===== config.mk =====
export PLATFORM = sky130hd
export DESIGN_NAME = mrc_judge
export DESIGN_NICKNAME = d
export VERILOG_FILES = /design/src/hw/rtl/mrc_pkg.sv /design/src/hw/rtl/mrc_judge.sv
export SDC_FILE = /design/constraint.sdc
export NUM_CORES = 1
export LEC_CHECK = 0
export BUFFER_PORTS_ARGS = -buffer_cell sky130_fd_sc_hd__buf_4
export CORE_MARGIN = 3
export CORE_UTILIZATION = 33
export DETAILED_ROUTE_END_ITERATION = 10
export PLACE_DENSITY_LB_ADDON = 0.3
export RECOVER_POWER = 50
export SETUP_SLACK_MARGIN = 0.5
export SLEW_MARGIN = 20
export SYNTH_ARGS = -nofsm -noshare
export SYNTH_HDL_FRONTEND = slang
export SYNTH_SLANG_ARGS = --single-unit

===== constraint.sdc =====
create_clock -name vclk -period 5.7
set_clock_uncertainty 0.05 [all_clocks]
set_input_delay 0.57 -clock vclk [all_inputs]
set_output_delay 0.57 -clock vclk [all_outputs]
set_load 0.02 [all_outputs]

===== src/hw/rtl/mrc_pkg.sv =====
// Shared types and constants of the Modbus RTU response checker.
// No dependencies; mrc_frame, mrc_judge and the top level refer to it by scoped names.
package mrc_pkg;

	localparam int RELAY_W = 8;
	localparam int VALUE_W = 16;

	localparam logic [15:0] CRC_SEED = 16'hFFFF;
	localparam logic [15:0] CRC_POLY = 16'hA001;

	localparam int          FN_EXCEPTION_BIT   = 7;
	localparam logic [7:0]  FN_WRITE_ONE       = 8'h06;
	localparam logic [7:0]  FN_READ_HOLD       = 8'h03;
	localparam logic [7:0]  FN_READ_INPUT      = 8'h04;
	localparam logic [7:0]  PM_BYTE_COUNT      = 8'h0C;
	localparam logic [7:0]  GAS_BYTE_COUNT     = 8'h02;
	localparam logic [7:0]  CLIMATE_BYTE_COUNT = 8'h04;
	localparam logic [15:0] RELAY_ON_WORD      = 16'h0001;

	localparam logic [7:0] HEADER_LEN      = 8'd3;
	localparam logic [7:0] DATA_LAST_POS   = 8'd18;
	localparam logic [7:0] POS_MAX         = 8'd255;
	localparam logic [7:0] MIN_FRAME_LEN   = 8'd4;
	localparam logic [7:0] WRITE_MIN_LEN   = 8'd8;
	localparam logic [7:0] CLIMATE_MIN_LEN = 8'd7;
	localparam logic [7:0] PM_MIN_LEN      = 8'd9;
	localparam logic [7:0] GAS_MIN_LEN     = 8'd7;

	localparam logic [4:0] MODE_READ_RELAYS = 5'd16;
	localparam logic [4:0] MODE_CLIMATE     = 5'd17;
	localparam logic [4:0] MODE_PARTICLES   = 5'd18;
	localparam logic [4:0] MODE_GAS         = 5'd19;

	typedef enum logic [1:0] {
		ST_OK   = 2'd0,
		ST_RESP = 2'd1,
		ST_CRC  = 2'd2
	} status_t;

	typedef enum logic [1:0] {
		CFG_RELAY_ADDR    = 2'd0,
		CFG_CLIMATE_ADDR  = 2'd1,
		CFG_PARTICLE_ADDR = 2'd2,
		CFG_FUME_ADDR     = 2'd3
	} cfg_index_t;

	typedef struct packed {
		logic                 crc_zero;
		logic [7:0]           len;
		logic [7:0]           addr;
		logic [7:0]           fn;
		logic [7:0]           cnt;
		logic [VALUE_W-1:0]   val0;
		logic [VALUE_W-1:0]   val1;
		logic [RELAY_W-1:0]   relays;
	} frame_view_t;

	typedef struct packed {
		status_t    status;
		logic       relay_write;
		logic       relay_load;
		logic [2:0] channel;
		logic       level;
		logic       climate_load;
		logic       particle_load;
		logic       fume_load;
	} verdict_t;

endpackage


===== src/hw/rtl/mrc_judge.sv =====
// Frame-end checks against the outstanding request; yields status and store updates.
// Depends on mrc_pkg.
module mrc_judge #(
	parameter int CHANNELS = 8
) (
	input  mrc_pkg::frame_view_t view,
	input  logic [4:0]           mode,
	input  logic [7:0]           relay_unit_address,
	input  logic [7:0]           climate_unit_address,
	input  logic [7:0]           particle_unit_address,
	input  logic [7:0]           fume_unit_address,
	output mrc_pkg::verdict_t    verdict
);

	localparam logic [7:0] RELAY_COUNT   = 8'(2 * CHANNELS);
	localparam logic [7:0] RELAY_MIN_LEN = 8'(5 + 2 * CHANNELS);

	logic [2:0] ch;
	logic       level;

	assign ch    = mode[3:1];
	assign level = ~mode[0];

	always_comb begin
		verdict               = '0;
		verdict.status        = mrc_pkg::ST_RESP;
		verdict.channel       = ch;
		verdict.level         = level;
		if (view.len < mrc_pkg::MIN_FRAME_LEN) begin
			verdict.status = mrc_pkg::ST_RESP;
		end else if (!view.crc_zero) begin
			verdict.status = mrc_pkg::ST_CRC;
		end else if (view.fn[mrc_pkg::FN_EXCEPTION_BIT]) begin
			verdict.status = mrc_pkg::ST_RESP;
		end else if (mode < mrc_pkg::MODE_READ_RELAYS) begin
			if (view.addr == relay_unit_address && view.fn == mrc_pkg::FN_WRITE_ONE &&
			    view.len >= mrc_pkg::WRITE_MIN_LEN && view.cnt == 8'h00 &&
			    view.val0 == {5'd0, ch, 8'h00} && view.val1[15:8] == {7'd0, level}) begin
				verdict.status      = mrc_pkg::ST_OK;
				verdict.relay_write = ({5'd0, ch} < 8'(CHANNELS));
			end
		end else begin
			unique case (mode)
				mrc_pkg::MODE_READ_RELAYS: begin
					if (view.addr == relay_unit_address && view.fn == mrc_pkg::FN_READ_HOLD &&
					    view.cnt == RELAY_COUNT) begin
						verdict.status     = mrc_pkg::ST_OK;
						verdict.relay_load = (view.len >= RELAY_MIN_LEN);
					end
				end
				mrc_pkg::MODE_CLIMATE: begin
					if (view.addr == climate_unit_address && view.fn == mrc_pkg::FN_READ_HOLD) begin
						verdict.status       = mrc_pkg::ST_OK;
						verdict.climate_load = (view.len >= mrc_pkg::CLIMATE_MIN_LEN) &&
						                       (view.cnt == mrc_pkg::CLIMATE_BYTE_COUNT);
					end
				end
				mrc_pkg::MODE_PARTICLES: begin
					if (view.addr == particle_unit_address && view.fn == mrc_pkg::FN_READ_HOLD &&
					    view.cnt == mrc_pkg::PM_BYTE_COUNT) begin
						verdict.status        = mrc_pkg::ST_OK;
						verdict.particle_load = (view.len >= mrc_pkg::PM_MIN_LEN);
					end
				end
				mrc_pkg::MODE_GAS: begin
					if (view.addr == fume_unit_address && view.fn == mrc_pkg::FN_READ_INPUT &&
					    view.cnt == mrc_pkg::GAS_BYTE_COUNT) begin
						verdict.status    = mrc_pkg::ST_OK;
						verdict.fume_load = (view.len >= mrc_pkg::GAS_MIN_LEN);
					end
				end
				default: verdict.status = mrc_pkg::ST_RESP;
			endcase
		end
	end

endmodule


# Word-level counts from Yosys, hierarchy flattened
# Index checks and enable logic that the tools add are counted.
[totals] wordCells=65 ff_bits=0 n_memories=0 mem_bits_ro=0 input_bits=110 mem_bits_rw=0 latchBits=0
[classes] div=0 n_bitwise=1 n_lt_le_gt_ge=6 n_mux=27 n_reduce_logical=14 n_addsub=0 eq_ne=17 shifts=0 n_mul=0
[op_table] operator="$eq A8 B8 Y1" count=4
[op_table] operator="$eq A8 B3 Y1 const B" count=3
[op_table] operator="$eq A5 B5 Y1 const B" count=4
[op_table] operator="$eq A16 B11 Y1" count=1
[op_table] operator="$eq A8 B2 Y1 const B" count=2
[op_table] operator="$ge A8 B4 Y1 const B" count=2
[op_table] operator="$mux W2" count=8
[op_table] operator="$mux W1" count=14
[op_table] operator="$logic_and A1 B1 Y1" count=13
[op_table] operator="$mux W3" count=4
[op_table] operator="$eq A8 B1 Y1" count=1
[op_table] operator="$eq A8 B4 Y1 const B" count=1
[op_table] operator="$eq A8 B5 Y1 const B" count=1
[op_table] operator="$ge A8 B3 Y1 const B" count=1
[op_table] operator="$ge A8 B5 Y1 const B" count=1
[op_table] operator="$logic_not A8 Y1" count=1
[op_table] operator="$lt A8 B3 Y1 const B" count=1
[op_table] operator="$pmux W2 S4" count=1
[op_table] operator="$lt A5 B5 Y1 const B" count=1
[op_table] operator="$not A1 Y1" count=1

# Depth between registers and ports, before layout
[depth] depth_word=11 mapped_depth=6

# Worst setup path before layout
# OpenSTA, ideal clock, no wires.
[synth_path] path_kind="input to output" from="input view[40] (netlist name)" to="output verdict[8] (netlist name)" setup_slack_ns=2.728 cell_stages=4 arrival_ns=2.352 n_path_buf=0 cell_sequence="or4_4 -> nor4_1 -> nand4_1 -> nor4b_1"
[synth_rtl] item="start: declaration" line_no="mrc_judge.sv:6" source="input mrc_pkg::frame_view_t view,"
[synth_rtl] item="end: declaration" line_no="mrc_judge.sv:12" source="output mrc_pkg::verdict_t verdict"

==> results.json <==
{
  "wl_per_cell_um": 14.1,
  "ys_warn_count": 0,
  "p_per_area_mw_per_mm2": 62.6,
  "hold_buffers": 0,
  "die_w_um": 54.8,
  "io_pins": 121,
  "whs_ns": 1.37,
  "fin_nets": 315,
  "mostFrequentLayoutCell": "buf_4",
  "end_kind": "primary output",
  "rsz0062_at_grt": "no",
  "register_area_um2": 0,
  "seq_cell_count": 0,
  "rows": 17,
  "grt_max_degree": 11,
  "startpoint_type": "input port",
  "required_ns": 5.08,
  "status": "completed",
  "final-setup-viol-count": 0,
  "cp_max_fo": 3,
  "worstMarginPinSlew_ns": 0.471,
  "cellLeakagePower_nw": 0.727,
  "dp_slack_ns": 2.58,
  "worst-path-buf-inv": 2,
  "fmax_mhz": 315,
  "grt_usage_pct": 20.6,
  "diodes": 0,
  "vdd.ir_drop.worst_uv": 40.7,
  "cts_resized": 0,
  "port_buffers": 105,
  "drtPass1Iterations": 4,
  "worstHoldStart": "mode[2]",
  "ys_seq_area_share_pct": 0,
  "hold_viol": 0,
  "core_region_area_mm2": 0.00223,
  "vias": 1182,
  "drt_iter0_drc": 17,
  "dieArea_mm2": 0.00301,
  "hp-class": "input port to primary output",
  "slew_violations": 0,
  "layout-drive-gt1-share_pct": 52.2,
  "hpwl_um": 2970,
  "synth_area_leader_cell": "xor2_1",
  "setup_ws_ns": 2.53,
  "slew-limit-headroom_pct": 68.6,
  "synth_cells": 103,
  "final_antenna_net_count": 0,
  "area_growth_syn_to_layout_pct": 97.9,
  "holdPathEnd": "verdict[5]",
  "finalCritPeriodShare_pct": 55.7,
  "start_util_pct": 35.2,
  "synth.area.top_cells": "xor2_1, xnor2_1, nor4_1",
  "cpMaxStageDelayCell": "or4_4",
  "drc": 0,
  "antenna_found_initial": 0,
  "nClkBuffers": 0,
  "critPathKind": "input port to primary output",
  "drv_cap": 0,
  "layout_common_cells": "buf_4, xor2_1, nor4_1, xnor2_1, nand4_1",
  "crit_chain": "buf_4 -> or4_4 -> nor4_1 -> nand4_1 -> nor3b_1 -> o311a_1 -> buf_4",
  "fin_crit_ns": 3.17,
  "die_y_um": 54.8,
  "post_cts_buffers": 0,
  "synth_cell_types": 33,
  "cp_slowest_stage_delay_ns": 0.55,
  "grt_pass1_wl_um": 4660,
  "critical_path.top_delay_family": "simple AND/OR/NAND/NOR gates",
  "syn_area_um2": 787,
  "fin_setup_tns_ns": 0,
  "syn_nets": 213,
  "grt_pass1_vias": 1136,
  "worst-endpoint-arrival_ns": 2.55,
  "holdPathStages": 2,
  "cpMostUsedCell": "buf_4",
  "wirelength_um": 3250,
  "routed_via_density": 5.12,
  "grt_overflow": 0,
  "synth_top_area_share_pct": 28.9,
  "syn_area_per_cell_um2": 7.64,
  "gp_congestion": 0.722
}
## per-stage QoR
| stage | instances | utilization (%) | instance area, um^2 | power, W |
|---|---|---|---|---|
| 2_1_floorplan | 103 | - | 787 | 0.0000337 |
| 3_3_place_gp | 231 | 70.6 | 1580 | 0.0000963 |
| 3_5_place_dp | 231 | 70.6 | 1580 | 0.0000995 |
| 4_1_cts | 231 | 70.6 | 1580 | 0.0000997 |
| 5_1_grt | 231 | 69.7 | 1560 | 0.000106 |
| 6_report | 231 | 69.7 | 1560 | 0.0000975 |
## per-layer routing
metal / track usage [%] / vias up / share of wire, %
met5: 0 / - / 0
met4: 3.73 / 0 / 1.4
met3: 1.36 / 6 / 8.1
met2: 40.7 / 61 / 54
met1: 23.6 / 521 / 37
li1: - / 594 / -
## cells by family after synthesis
kind of cell           after synthesis  synth area share (%)
AND/OR/NAND/NOR                     50                  45.0
XOR/XNOR                            36                  40.1
AO/OA/AOI/OAI                       10                  9.70
buffers and inverters                7                  5.25
## area by class of cell
cell class	count	area (um^2)
timing repair buffer	105	769
tap	28	35.0
inverter	2	7.51
multi-input combinational	96	746
fill	193	676
## where the power goes
part	internal (W)	switching (W)	total, W	leakage, nW
clock network	0	0	0	0
registers	0	0	0	0
logic	0.0000605	0.0000370	0.0000975	0.727
## worst max path at each step
stage              from         end  slack [ns]  cells after the start
6_report       view[40]  verdict[9]        2.53                      7
5_1_grt        view[40]  verdict[9]        2.40                      7
4_1_cts        view[40]  verdict[9]        2.56                      7
3_5_place_dp   view[40]  verdict[9]        2.58                      7
3_3_place_gp   view[40]  verdict[9]        2.59                      7
2_1_floorplan  view[40]  verdict[8]        2.73                      4
## synth_stat cells, drive strengths merged
cell / number
nor4: 12
a311oi: 1
nand2: 1
nor4b: 3
and4: 2
clkbuf: 1
nor3b: 3
nand3b: 2
o22a: 1
and3: 3
a211oi: 1
nor3: 6
a311o: 1
nand4: 6
buf: 4
o21ai: 3
o311a: 1
inv: 2
o21a: 1
xor2: 26
or2: 1
nand2b: 2
o31a: 1
nor2: 4
or4: 3
or4b: 1
xnor2: 10
or3: 1
Power figures use the tool's default switching activity.
